$ cat src/sv/ngh_pkg.sv
`timescale 1ns / 1ps
`default_nettype none
// ----------------------------------------------------------------------------
// ngh_pkg: shared constants for the noise gate
// Parameter defaults, register reset values and configuration register codes.
// ----------------------------------------------------------------------------
package ngh_pkg;

  // default sizing
  localparam int CHANNELS_DEF    = 2;
  localparam int SAMPLE_BITS_DEF = 24;
  localparam int COEF_BITS_DEF   = 16;

  // hold counter width is fixed
  localparam int HOLD_BITS = 19;

  // configuration write port
  localparam int CFG_INDEX_BITS = 3;
  localparam int CFG_DATA_BITS  = 32;

  // register reset values
  localparam int ENABLE_RST      = 1;
  localparam int OPEN_LEVEL_RST  = 59387;
  localparam int CLOSE_LEVEL_RST = 37470;
  localparam int HOLD_LENGTH_RST = 2160;
  localparam int CLOSED_GAIN_RST = 2072;
  localparam int ATTACK_RST      = 65263;
  localparam int RELEASE_RST     = 65525;

  // configuration register codes
  typedef enum logic [CFG_INDEX_BITS-1:0] {
    REG_ENABLE       = 3'd0,
    REG_OPEN_LEVEL   = 3'd1,
    REG_CLOSE_LEVEL  = 3'd2,
    REG_HOLD_LENGTH  = 3'd3,
    REG_CLOSED_GAIN  = 3'd4,
    REG_ATTACK_COEF  = 3'd5,
    REG_RELEASE_COEF = 3'd6
  } reg_idx_t;

endpackage
`default_nettype wire

$ cat src/sv/ngh_ifs.sv
`timescale 1ns / 1ps
`default_nettype none
// ----------------------------------------------------------------------------
// ngh interfaces: valid/ready channels of the noise gate
// Sample request channel, gated result channel and configuration write channel.
// ----------------------------------------------------------------------------
interface ngh_in_if #(
  parameter int CH_BITS     = 1,
  parameter int SAMPLE_BITS = ngh_pkg::SAMPLE_BITS_DEF
);
  logic                          valid;
  logic                          ready;
  logic [CH_BITS-1:0]            channel;
  logic signed [SAMPLE_BITS-1:0] sample_in;

  modport source (output valid, output channel, output sample_in, input ready);
  modport sink   (input valid, input channel, input sample_in, output ready);
endinterface

interface ngh_out_if #(
  parameter int SAMPLE_BITS = ngh_pkg::SAMPLE_BITS_DEF
);
  logic                          valid;
  logic                          ready;
  logic signed [SAMPLE_BITS-1:0] sample_out;
  logic                          is_open;

  modport source (output valid, output sample_out, output is_open, input ready);
  modport sink   (input valid, input sample_out, input is_open, output ready);
endinterface

interface ngh_cfg_if;
  logic                                valid;
  logic                                ready;
  logic [ngh_pkg::CFG_INDEX_BITS-1:0]  index;
  logic [ngh_pkg::CFG_DATA_BITS-1:0]   data;

  modport source (output valid, output index, output data, input ready);
  modport sink   (input valid, input index, input data, output ready);
endinterface
`default_nettype wire

$ cat src/sv/ngh_state_mem.sv
`timescale 1ns / 1ps
`default_nettype none
// ----------------------------------------------------------------------------
// ngh_state_mem: per-channel state memory
// One write port, one registered read port; entries never written since reset
// read back as the reset word, tracked by one valid bit per entry.
// ----------------------------------------------------------------------------
module ngh_state_mem #(
  parameter int               DEPTH      = ngh_pkg::CHANNELS_DEF,
  parameter int               ADDR_BITS  = 1,
  parameter int               WIDTH      = 8,
  parameter logic [WIDTH-1:0] RESET_WORD = '0
) (
  input  wire logic                 clk,
  input  wire logic                 rst_n,
  input  wire logic                 rd_en,
  input  wire logic [ADDR_BITS-1:0] rd_addr,
  output      logic [WIDTH-1:0]     rd_data,
  input  wire logic                 wr_en,
  input  wire logic [ADDR_BITS-1:0] wr_addr,
  input  wire logic [WIDTH-1:0]     wr_data
);

  logic [WIDTH-1:0] mem_r [DEPTH];
  logic [DEPTH-1:0] valid_r;
  logic [WIDTH-1:0] rd_data_r;

  // storage array, no reset
  always_ff @(posedge clk) begin
    if (wr_en) begin
      mem_r[wr_addr] <= wr_data;
    end
  end

  // written-since-reset flags
  always_ff @(posedge clk) begin
    if (!rst_n) begin
      valid_r <= '0;
    end else if (wr_en) begin
      valid_r[wr_addr] <= 1'b1;
    end
  end

  // registered read, unwritten entries give the reset word
  always_ff @(posedge clk) begin
    if (rd_en) begin
      rd_data_r <= valid_r[rd_addr] ? mem_r[rd_addr] : RESET_WORD;
    end
  end

  assign rd_data = rd_data_r;

  // the sequencer never reads and writes back in the same cycle
  a_no_rw_overlap: assert property (@(posedge clk) disable iff (!rst_n)
    !(rd_en && wr_en))
    else $error("state memory read and write in the same cycle");

  a_wr_in_range: assert property (@(posedge clk) disable iff (!rst_n)
    wr_en |-> (int'(wr_addr) < DEPTH))
    else $error("state memory write beyond depth");

endmodule
`default_nettype wire

$ cat src/sv/noise_gate_hysteresis_hold_unit.sv
`timescale 1ns / 1ps
`default_nettype none
// ----------------------------------------------------------------------------
// noise_gate_hysteresis_hold_unit: multichannel audio noise gate
// Peak envelope, open/close hysteresis with hold, smoothed gain, saturated
// output. Per-channel state sits in a small state memory.
// ----------------------------------------------------------------------------
// Usage:
//   in_req   : one request per sample, carrying channel and signed sample_in.
//              The channel number is taken modulo CHANNELS.
//   out_rsp  : exactly one result per request, in order: sample_out, is_open.
//   cfg_wr   : register writes (index, data), always ready; write only while
//              no request is in flight.
// Sequence:
//   An enabled sample passes the envelope, level, gain, gain sum, output
//   scaling and final steps; a disabled gate goes from the envelope step to
//   the final step. The steps follow the single shared multiplier, used
//   three times per enabled sample (envelope glide, gain glide, output
//   scaling); each glide is followed by an add. The state memory read is
//   registered; the result is registered in the final step, and the next
//   request is accepted only after it and any write-back of the state.
// Reset: rst_n (synchronous) restores register defaults, clears the state
//   valid bits (envelope 0, closed, hold 0, unity gain) and empties the
//   output register. No clearing pass is needed.
// Stall: a result waits in the output register; the next request is still
//   taken and processed, and its result waits in the final step until the
//   output register frees up.
// ----------------------------------------------------------------------------
module noise_gate_hysteresis_hold_unit #(
  parameter int CHANNELS    = ngh_pkg::CHANNELS_DEF,
  parameter int SAMPLE_BITS = ngh_pkg::SAMPLE_BITS_DEF,
  parameter int COEF_BITS   = ngh_pkg::COEF_BITS_DEF
) (
  input wire logic   clk,
  input wire logic   rst_n,
  ngh_in_if.sink     in_req,
  ngh_out_if.source  out_rsp,
  ngh_cfg_if.sink    cfg_wr
);

  localparam int CH_BITS = (CHANNELS > 1) ? $clog2(CHANNELS) : 1;
  localparam int EB      = SAMPLE_BITS - 1;              // envelope / level width
  localparam int GB      = COEF_BITS + 1;                // gain width
  localparam int HB      = ngh_pkg::HOLD_BITS;
  localparam int MA      = (SAMPLE_BITS > COEF_BITS + 2) ? SAMPLE_BITS : COEF_BITS + 2;
  localparam int MB      = COEF_BITS + 2;
  localparam int PW      = MA + MB;
  localparam int W       = EB + 1 + HB + GB;

  localparam logic [GB-1:0] GAIN_ONE = {1'b1, {COEF_BITS{1'b0}}};
  localparam logic [W-1:0]  ENT_RST  = {{EB{1'b0}}, 1'b0, {HB{1'b0}}, GAIN_ONE};
  localparam logic signed [PW-1:0] Y_MAX =
    $signed({{(PW-SAMPLE_BITS+1){1'b0}}, {(SAMPLE_BITS-1){1'b1}}});
  localparam logic signed [PW-1:0] Y_MIN =
    $signed({{(PW-SAMPLE_BITS+1){1'b1}}, {(SAMPLE_BITS-1){1'b0}}});

  typedef struct packed {
    logic [EB-1:0] env;
    logic          open;
    logic [HB-1:0] hold;
    logic [GB-1:0] gain;
  } ent_t;

  typedef enum logic [2:0] {
    S_IDLE, S_ENV, S_LVL, S_GAIN, S_GSUM, S_SMUL, S_DONE
  } state_t;

  // configuration registers
  logic                 enable_r;
  logic [EB-1:0]        open_level_r;
  logic [EB-1:0]        close_level_r;
  logic [HB-1:0]        hold_length_r;
  logic [GB-1:0]        closed_gain_r;
  logic [COEF_BITS-1:0] attack_r;
  logic [COEF_BITS-1:0] release_r;

  always_ff @(posedge clk) begin
    if (!rst_n) begin
      enable_r      <= 1'(ngh_pkg::ENABLE_RST);
      open_level_r  <= EB'(ngh_pkg::OPEN_LEVEL_RST);
      close_level_r <= EB'(ngh_pkg::CLOSE_LEVEL_RST);
      hold_length_r <= HB'(ngh_pkg::HOLD_LENGTH_RST);
      closed_gain_r <= GB'(ngh_pkg::CLOSED_GAIN_RST);
      attack_r      <= COEF_BITS'(ngh_pkg::ATTACK_RST);
      release_r     <= COEF_BITS'(ngh_pkg::RELEASE_RST);
    end else if (cfg_wr.valid && cfg_wr.ready) begin
      case (ngh_pkg::reg_idx_t'(cfg_wr.index))
        ngh_pkg::REG_ENABLE:       enable_r      <= cfg_wr.data[0];
        ngh_pkg::REG_OPEN_LEVEL:   open_level_r  <= cfg_wr.data[EB-1:0];
        ngh_pkg::REG_CLOSE_LEVEL:  close_level_r <= cfg_wr.data[EB-1:0];
        ngh_pkg::REG_HOLD_LENGTH:  hold_length_r <= cfg_wr.data[HB-1:0];
        ngh_pkg::REG_CLOSED_GAIN:  closed_gain_r <= cfg_wr.data[GB-1:0];
        ngh_pkg::REG_ATTACK_COEF:  attack_r      <= cfg_wr.data[COEF_BITS-1:0];
        ngh_pkg::REG_RELEASE_COEF: release_r     <= cfg_wr.data[COEF_BITS-1:0];
        default: ;
      endcase
    end
  end

  assign cfg_wr.ready = 1'b1;

  // sequencer and datapath registers
  state_t                        state_r;
  logic [CH_BITS-1:0]            ch_r;
  logic signed [SAMPLE_BITS-1:0] smp_r;
  logic                          bypass_r;
  logic signed [PW-1:0]          prod_r;
  logic [EB-1:0]                 env_r;
  logic                          open_r;
  logic [HB-1:0]                 hold_r;
  logic [GB-1:0]                 gain_r;
  logic                          out_valid_r;
  logic signed [SAMPLE_BITS-1:0] out_sample_r;
  logic                          out_open_r;

  logic                 in_acc;
  logic [CH_BITS-1:0]   ch_mod;
  logic [W-1:0]         rd_word;
  ent_t                 cur;
  ent_t                 wr_ent;
  logic                 wr_en;
  logic                 out_load;

  assign in_req.ready = (state_r == S_IDLE);
  assign in_acc       = in_req.valid && in_req.ready;

  // channel modulo CHANNELS: one compare and subtract suffices
  assign ch_mod = (int'(in_req.channel) >= CHANNELS) ?
                  (in_req.channel - CH_BITS'(CHANNELS)) : in_req.channel;

  ngh_state_mem #(
    .DEPTH      (CHANNELS),
    .ADDR_BITS  (CH_BITS),
    .WIDTH      (W),
    .RESET_WORD (ENT_RST)
  ) u_state_mem (
    .clk     (clk),
    .rst_n   (rst_n),
    .rd_en   (in_acc),
    .rd_addr (ch_mod),
    .rd_data (rd_word),
    .wr_en   (wr_en),
    .wr_addr (ch_r),
    .wr_data (wr_ent)
  );

  assign cur = ent_t'(rd_word);

  // sample magnitude, most negative value saturates
  logic [SAMPLE_BITS-1:0] abs_full;
  logic [EB-1:0]          mag;
  assign abs_full = smp_r[SAMPLE_BITS-1] ? SAMPLE_BITS'(-smp_r) : SAMPLE_BITS'(smp_r);
  assign mag      = abs_full[SAMPLE_BITS-1] ? {EB{1'b1}} : abs_full[EB-1:0];

  // envelope glide operands: c*env + (1-c)*mag = mag + c*(env - mag)
  logic [COEF_BITS-1:0]          env_coef;
  logic signed [SAMPLE_BITS-1:0] env_diff;
  assign env_coef = (mag > cur.env) ? attack_r : release_r;
  assign env_diff = $signed({1'b0, cur.env}) - $signed({1'b0, mag});

  // gain target and glide operands
  logic [GB-1:0]        closed_tgt;
  logic [GB-1:0]        target;
  logic [COEF_BITS-1:0] gain_coef;
  logic signed [GB:0]   gain_diff;
  assign closed_tgt = (closed_gain_r > GAIN_ONE) ? GAIN_ONE : closed_gain_r;
  assign target     = open_r ? GAIN_ONE : closed_tgt;
  assign gain_coef  = (target < cur.gain) ? attack_r : release_r;
  assign gain_diff  = $signed({1'b0, cur.gain}) - $signed({1'b0, target});

  // shared multiplier operand select
  logic signed [MA-1:0] op_a;
  logic signed [MB-1:0] op_b;
  logic signed [PW-1:0] mult;

  always_comb begin
    case (state_r)
      S_ENV: begin
        op_a = MA'(env_diff);
        op_b = $signed({2'b00, env_coef});
      end
      S_GAIN: begin
        op_a = MA'(gain_diff);
        op_b = $signed({2'b00, gain_coef});
      end
      S_SMUL: begin
        op_a = MA'(smp_r);
        op_b = $signed({1'b0, gain_r});
      end
      default: begin
        op_a = '0;
        op_b = '0;
      end
    endcase
  end

  assign mult = op_a * op_b;

  // glide sums, always non-negative
  logic signed [PW-1:0] env_sum;
  logic signed [PW-1:0] gain_sum;
  logic [EB-1:0]        env_new;
  logic [GB-1:0]        gain_new;
  assign env_sum  = $signed(PW'({mag, {COEF_BITS{1'b0}}})) + prod_r;
  assign env_new  = env_sum[COEF_BITS +: EB];
  assign gain_sum = $signed(PW'({target, {COEF_BITS{1'b0}}})) + prod_r;
  assign gain_new = gain_sum[COEF_BITS +: GB];

  // output scaling: floor shift, then saturate
  logic signed [PW-1:0]          y_full;
  logic signed [SAMPLE_BITS-1:0] y_sat;
  assign y_full = prod_r >>> COEF_BITS;
  assign y_sat  = (y_full > Y_MAX) ? Y_MAX[SAMPLE_BITS-1:0] :
                  (y_full < Y_MIN) ? Y_MIN[SAMPLE_BITS-1:0] :
                  y_full[SAMPLE_BITS-1:0];

  // write-back of the updated channel state
  assign wr_en  = (state_r == S_GSUM);
  assign wr_ent = '{env: env_r, open: open_r, hold: hold_r, gain: gain_new};

  // final step hands its result to a free or draining output register
  assign out_load = (state_r == S_DONE) && (!out_valid_r || out_rsp.ready);

  // sequencer
  always_ff @(posedge clk) begin
    if (!rst_n) begin
      state_r     <= S_IDLE;
      out_valid_r <= 1'b0;
    end else begin
      // output register: load from the final step, else drain on handshake
      if (out_load) begin
        out_valid_r <= 1'b1;
      end else if (out_rsp.ready) begin
        out_valid_r <= 1'b0;
      end
      case (state_r)
        S_IDLE: begin
          if (in_acc) begin
            ch_r     <= ch_mod;
            smp_r    <= in_req.sample_in;
            bypass_r <= !enable_r;
            state_r  <= S_ENV;
          end
        end
        S_ENV: begin
          prod_r  <= mult;
          state_r <= bypass_r ? S_DONE : S_LVL;
        end
        S_LVL: begin
          // hysteresis: open test first, then close test with hold
          env_r <= env_new;
          if (env_new >= open_level_r) begin
            open_r <= 1'b1;
            hold_r <= hold_length_r;
          end else if (env_new < close_level_r) begin
            if (cur.hold != '0) begin
              open_r <= cur.open;
              hold_r <= cur.hold - HB'(1);
            end else begin
              open_r <= 1'b0;
              hold_r <= cur.hold;
            end
          end else begin
            open_r <= cur.open;
            hold_r <= cur.hold;
          end
          state_r <= S_GAIN;
        end
        S_GAIN: begin
          prod_r  <= mult;
          state_r <= S_GSUM;
        end
        S_GSUM: begin
          gain_r  <= gain_new;
          state_r <= S_SMUL;
        end
        S_SMUL: begin
          prod_r  <= mult;
          state_r <= S_DONE;
        end
        S_DONE: begin
          if (out_load) begin
            out_sample_r <= bypass_r ? smp_r : y_sat;
            out_open_r   <= bypass_r ? cur.open : open_r;
            state_r      <= S_IDLE;
          end
        end
        default: state_r <= S_IDLE;
      endcase
    end
  end

  assign out_rsp.valid      = out_valid_r;
  assign out_rsp.sample_out = out_sample_r;
  assign out_rsp.is_open    = out_open_r;

  // a result appears only from the final step
  a_result_from_done: assert property (@(posedge clk) disable iff (!rst_n)
    $rose(out_valid_r) |-> $past(state_r == S_DONE))
    else $error("result loaded outside the final step");

  // smoothed gain never passes unity
  a_gain_bounded: assert property (@(posedge clk) disable iff (!rst_n)
    (state_r == S_SMUL) |-> (gain_r <= GAIN_ONE))
    else $error("smoothed gain above unity");

  // accepted channel is folded into range
  a_channel_range: assert property (@(posedge clk) disable iff (!rst_n)
    in_acc |=> (int'(ch_r) < CHANNELS))
    else $error("channel index out of range");

  // an enabled request reaches the final step only through output scaling
  a_done_path: assert property (@(posedge clk) disable iff (!rst_n)
    (state_r == S_DONE && !bypass_r) |->
      ($past(state_r) == S_SMUL || $past(state_r) == S_DONE))
    else $error("final step entered without output scaling");

endmodule
`default_nettype wire

$ cat src/flat_wrapper.sv
// flat-port wrapper written by rule: the top's interface ports become plain ports
module noise_gate_hysteresis_hold_unit_flat import ngh_pkg::*;
#(
  parameter int CHANNELS    = ngh_pkg::CHANNELS_DEF,
  parameter int SAMPLE_BITS = ngh_pkg::SAMPLE_BITS_DEF,
  parameter int COEF_BITS   = ngh_pkg::COEF_BITS_DEF
)
  (clk, rst_n, in_req_valid, in_req_channel, in_req_sample_in, in_req_ready, out_rsp_valid, out_rsp_sample_out, out_rsp_is_open, out_rsp_ready, cfg_wr_valid, cfg_wr_index, cfg_wr_data, cfg_wr_ready);
  ngh_in_if #(.CH_BITS(1), .SAMPLE_BITS(SAMPLE_BITS)) in_req_i ();
  ngh_out_if #(.SAMPLE_BITS(SAMPLE_BITS)) out_rsp_i ();
  ngh_cfg_if cfg_wr_i ();
  input wire logic clk;
  input wire logic rst_n;
  input wire logic [$bits(in_req_i.valid)-1:0] in_req_valid;
  input wire logic [$bits(in_req_i.channel)-1:0] in_req_channel;
  input wire logic [$bits(in_req_i.sample_in)-1:0] in_req_sample_in;
  output wire logic [$bits(in_req_i.ready)-1:0] in_req_ready;
  output wire logic [$bits(out_rsp_i.valid)-1:0] out_rsp_valid;
  output wire logic [$bits(out_rsp_i.sample_out)-1:0] out_rsp_sample_out;
  output wire logic [$bits(out_rsp_i.is_open)-1:0] out_rsp_is_open;
  input wire logic [$bits(out_rsp_i.ready)-1:0] out_rsp_ready;
  input wire logic [$bits(cfg_wr_i.valid)-1:0] cfg_wr_valid;
  input wire logic [$bits(cfg_wr_i.index)-1:0] cfg_wr_index;
  input wire logic [$bits(cfg_wr_i.data)-1:0] cfg_wr_data;
  output wire logic [$bits(cfg_wr_i.ready)-1:0] cfg_wr_ready;
  assign in_req_i.valid = in_req_valid;
  assign in_req_i.channel = in_req_channel;
  assign in_req_i.sample_in = in_req_sample_in;
  assign in_req_ready = in_req_i.ready;
  assign out_rsp_valid = out_rsp_i.valid;
  assign out_rsp_sample_out = out_rsp_i.sample_out;
  assign out_rsp_is_open = out_rsp_i.is_open;
  assign out_rsp_i.ready = out_rsp_ready;
  assign cfg_wr_i.valid = cfg_wr_valid;
  assign cfg_wr_i.index = cfg_wr_index;
  assign cfg_wr_i.data = cfg_wr_data;
  assign cfg_wr_ready = cfg_wr_i.ready;
  noise_gate_hysteresis_hold_unit #(.CHANNELS(CHANNELS), .SAMPLE_BITS(SAMPLE_BITS), .COEF_BITS(COEF_BITS)) u_core (.clk(clk), .rst_n(rst_n), .in_req(in_req_i), .out_rsp(out_rsp_i), .cfg_wr(cfg_wr_i));
endmodule
$ cat config.mk
export PLATFORM = sky130hd
export DESIGN_NAME = noise_gate_hysteresis_hold_unit_flat
export DESIGN_NICKNAME = d
export VERILOG_FILES = /design/src/sv/ngh_pkg.sv /design/src/sv/ngh_ifs.sv /design/src/sv/ngh_state_mem.sv /design/src/sv/noise_gate_hysteresis_hold_unit.sv /design/src/flat_wrapper.sv
export SDC_FILE = /design/constraint.sdc
export NUM_CORES = 2
export LEC_CHECK = 0
export ABC_AREA = 0
export BUFFER_PORTS_ARGS = -buffer_cell sky130_fd_sc_hd__buf_2
export CORE_UTILIZATION = 25
export CTS_CLUSTER_SIZE = 40
export DETAILED_ROUTE_END_ITERATION = 6
export SLEW_MARGIN = 20
export SYNTH_ARGS = -nofsm -noshare
export SYNTH_HDL_FRONTEND = slang
export SYNTH_SLANG_ARGS = --single-unit
$ cat constraint.sdc
create_clock -name clk -period 21.5 [get_ports clk]
set_input_delay 2.15 -clock clk [delete_from_list [all_inputs] [get_ports clk]]
set_output_delay 2.15 -clock clk [all_outputs]
set_load 0.005 [all_outputs]
==> flow_metrics.env <==
export IMPL_syn_instance_count=3649
export IMPL_synth_seq_area_share_pct=33.2
export IMPL_cts_tree="yes"
export IMPL_reg2reg_depth=38
export IMPL_clock_sinks=438
export IMPL_clkTransAtPathRegs_ns=0.06
export IMPL_arrival_ns=12.87
export IMPL_switching_share_pct=40.1
export IMPL_start_util_pct=25.3
export IMPL_vias_per_cell=4.73
export IMPL_fin_nets=4411
export IMPL_hold_path_class="reg2reg"
export IMPL_synth_fp_nets=4343
export IMPL_synth_top_area_share_pct=26.5
export IMPL_cap_violations=0
export IMPL_peakVddDrop_mv=0.0564
export IMPL_gr_usage_all_layers_pct=14.7
export IMPL_power_share_clock_pct=23.5
export IMPL_cp_max_fo=20
export IMPL_crit_type="reg2reg"
export IMPL_holdWs_ns=0.440
export IMPL_route_detailed_drc=0
export IMPL_grt_setup_unrepaired="no"
export IMPL_cp_common_cell="fa_1"
export IMPL_placed_area_um2=38800
export IMPL_use_met3_pct=2.12
export IMPL_fp_dieArea_um2=145000
export IMPL_internal_power_mw=2.06
export IMPL_n_fill_cell=14800
export IMPL_syn_to_final_growth_pct=12.2
export IMPL_yosysTopAreaCell="edfxtp_1"
export IMPL_post_drt_wl_per_cell_um=19.1
export IMPL_drv_slew=0
export IMPL_final_cell_mix="nand2_1 (551), inv_1 (549), fa_1 (403)"
export IMPL_cts_buffer_depth=3
export IMPL_numCtsBuffers=46
export IMPL_use_met2_pct=23.4
export IMPL_fmax_ghz=0.0806
export IMPL_final_min_clock_period_ns=12.41
export IMPL_fin_crit_sh_pct=57.7
export IMPL_power_mw=3.44
export IMPL_grt_pass1_vias=26500
export IMPL_met1_usage_pct=20.5
export IMPL_cpMaxStageDelayCell="fa_1"
export IMPL_final_hold_viol_count=0
export IMPL_required_ns=21.96
export IMPL_cts_hold_buf=0
export IMPL_max_slew_margin_pct=23.8
export IMPL_ys_ff_latch=438
export IMPL_cts_setup_buffers=0
export IMPL_post_route_util_pct=28.4
export IMPL_comb_power_share_pct=45.7
export IMPL_status="completed"
export IMPL_routed_wl_um=108000
export IMPL_grt_max_degree=70
export IMPL_antenna_found_initial=10
export IMPL_cts_htree_levels=2
export IMPL_syn_area_um2=36000
export IMPL_finalClockSkew_ns=0.0315
export IMPL_via_count=26700
export IMPL_ant_nets=0
export IMPL_stdcell_area_um2=40400
export IMPL_hold_start="u_core.hold_r[0]$_DFFE_PP_"
export IMPL_setup_viol=0
export IMPL_worst_setup_path_end_kind="flop"
export IMPL_hold_path_end="u_core.u_state_mem.mem_r[1][17]$_DFFE_PP_"
export IMPL_die_w_um=381
export IMPL_synth_edff_count=317
export IMPL_power_density_nw_per_um2=85.1
export IMPL_avgSynthCellArea_um2=9.86
export IMPL_switching_power_mw=1.38
export IMPL_drt_pass1_iterations=5
export IMPL_worst_pin_slew_ns=1.14
export IMPL_ys_warn_count=0
export IMPL_synthFlopType="edfxtp_1"
export IMPL_slowest_delay_ns=1.01
export IMPL_grt_pass1_wl_um=163000
export IMPL_min_delay_path_depth=0
export IMPL_grt_busiest_layer="met2"
export IMPL_ys_types=76
export IMPL_r2r_end="u_core.prod_r[41]$_DFFE_PP_"
export IMPL_rr_startpoint="u_core.smp_r[0]$_DFFE_PP_"
export IMPL_cts_resized=0
export IMPL_drive_above_1_share_pct=7.73
export IMPL_mostFrequentLayoutCell="nand2_1"
export IMPL_start_kind="flop"
export IMPL_rows=138
export IMPL_dieHeight_um=381
export IMPL_grt_overflow=0
export IMPL_clk_latency_ns=0.60
export IMPL_synth_area_leaders="edfxtp_1 (26%), fa_1 (22%), ha_1 (7.9%), dfxtp_1 (6.7%), nand2_1 (5.7%)"
export IMPL_pin_count=93
export IMPL_r2r_setup_slack_ns=9.09
export IMPL_p_leak_nw=17.2
export IMPL_drt_iter0_drc=2256
export IMPL_portBuffers=82
export IMPL_async_reset_ff_share_pct=0
export IMPL_root_buffer="clkbuf_16"
export IMPL_pwr_share_seq_pct=30.8
export IMPL_fin_tns_setup_ns=0
export IMPL_hpwl_um=82500
export IMPL_globalplace_congestion=0.931
export IMPL_coreArea_um2=142000
[synthesized netlist by cell type (all sizes together), types with 23 or more instances]
master,instances
o211ai,30
a221oi,23
clkbuf,116
nor2b,34
a221o,23
fa,403
a21oi,84
nand2,551
o21ai,88
ha,226
buf,26
a21boi,67
nand2b,28
mux2i,65
nand3,79
edfxtp,317
nor2,332
a21o,41
and3,35
inv,549
xor2,43
nand4,29
xnor2,70
nor3,42
dfxtp,121
[critical path, delay by kind of cell, from the launching register on]
| family | cells | cell delay (ns) |
|---|---|---|
| adder cells (fa/ha/maj) | 8 | 4.46 |
| AO/OA/AOI/OAI | 16 | 4.48 |
| buffers and inverters | 5 | 0.57 |
| flip-flops | 1 | 0.48 |
| AND/OR/NAND/NOR | 9 | 2.26 |
[cell families after synthesis]
family | synth area share [%]
AO/OA/AOI/OAI | 9.33
multiplexers | 2.47
other | 0.0104
flip-flops | 33.2
XOR/XNOR | 2.75
adder cells (fa/ha/maj) | 30.3
AND/OR/NAND/NOR | 14.7
buffers and inverters | 7.28
[sequential cells by signal, indices dropped and copies added, names as in the netlist, 2 cells and up]
signal / cells
u_core.u_state_mem.mem_r: 120
u_core.u_state_mem.rd_data: 60
u_core.prod_r: 26
u_core.out_rsp.sample_out: 24
u_core.smp_r: 24
u_core.close_level_r: 23
u_core.env_r: 23
u_core.open_level_r: 23
u_core.hold_length_r: 19
u_core.hold_r: 19
u_core.closed_gain_r: 17
u_core.gain_r: 17
u_core.attack_r: 16
u_core.release_r: 16
u_core.state_r: 3
u_core.u_state_mem.valid_r: 2
[routing by layer]
metal,share of wire [%],wire length [um]
met3,7.5,8060
met4,3.0,3230
met2,46,49000
met5,0.074,80
met1,44,47300
[through the flow]
stage | setup WS (ns) | instances
global placement | 9.20 | 5557
finish | 9.09 | 5644
detailed placement | 8.99 | 5557
global route | 8.37 | 5643
CTS | 8.98 | 5641
floorplan | 11.11 | 3649
[power groups by stage]
| stage | combinational, mW | sequential, mW | clock (mW) |
|---|---|---|---|
| global route | 1.75 | 1.06 | 0.858 |
| floorplan | 1.07 | 1.04 | 0 |
| global placement | 1.53 | 1.07 | 0 |
| finish | 1.57 | 1.06 | 0.808 |
| detailed placement | 1.56 | 1.07 | 0 |
| CTS | 1.57 | 1.06 | 0.824 |
[area by class of cell]
type / count / area, um^2 / area share [%]
multi-input combinational: 2520 / 21500 / 53.2
sequential: 438 / 11900 / 29.6
tap: 1890 / 2360 / 5.86
inverter: 549 / 2060 / 5.10
clock buffer: 52 / 1170 / 2.91
timing repair buffer: 162 / 1010 / 2.50
clock inverter: 32 / 355 / 0.880
antenna: 1 / 2.50 / 0.00620
[worst max path at each step]
stage | from | endpoint | slack (ns) | cells past startpoint
finish | u_core.smp_r[0]$_DFFE_PP_ | u_core.prod_r[41]$_DFFE_PP_ | 9.09 | 38
global route | u_core.smp_r[8]$_DFFE_PP_ | u_core.prod_r[41]$_DFFE_PP_ | 8.37 | 37
global placement | u_core.smp_r[8]$_DFFE_PP_ | u_core.prod_r[41]$_DFFE_PP_ | 9.20 | 37
CTS | u_core.smp_r[0]$_DFFE_PP_ | u_core.prod_r[41]$_DFFE_PP_ | 8.98 | 38
floorplan | u_core.smp_r[8]$_DFFE_PP_ | u_core.prod_r[41]$_DFFE_PP_ | 11.11 | 42
detailed placement | u_core.smp_r[0]$_DFFE_PP_ | u_core.prod_r[41]$_DFFE_PP_ | 8.99 | 38
Note: power is estimated with default switching activity, not from simulation.
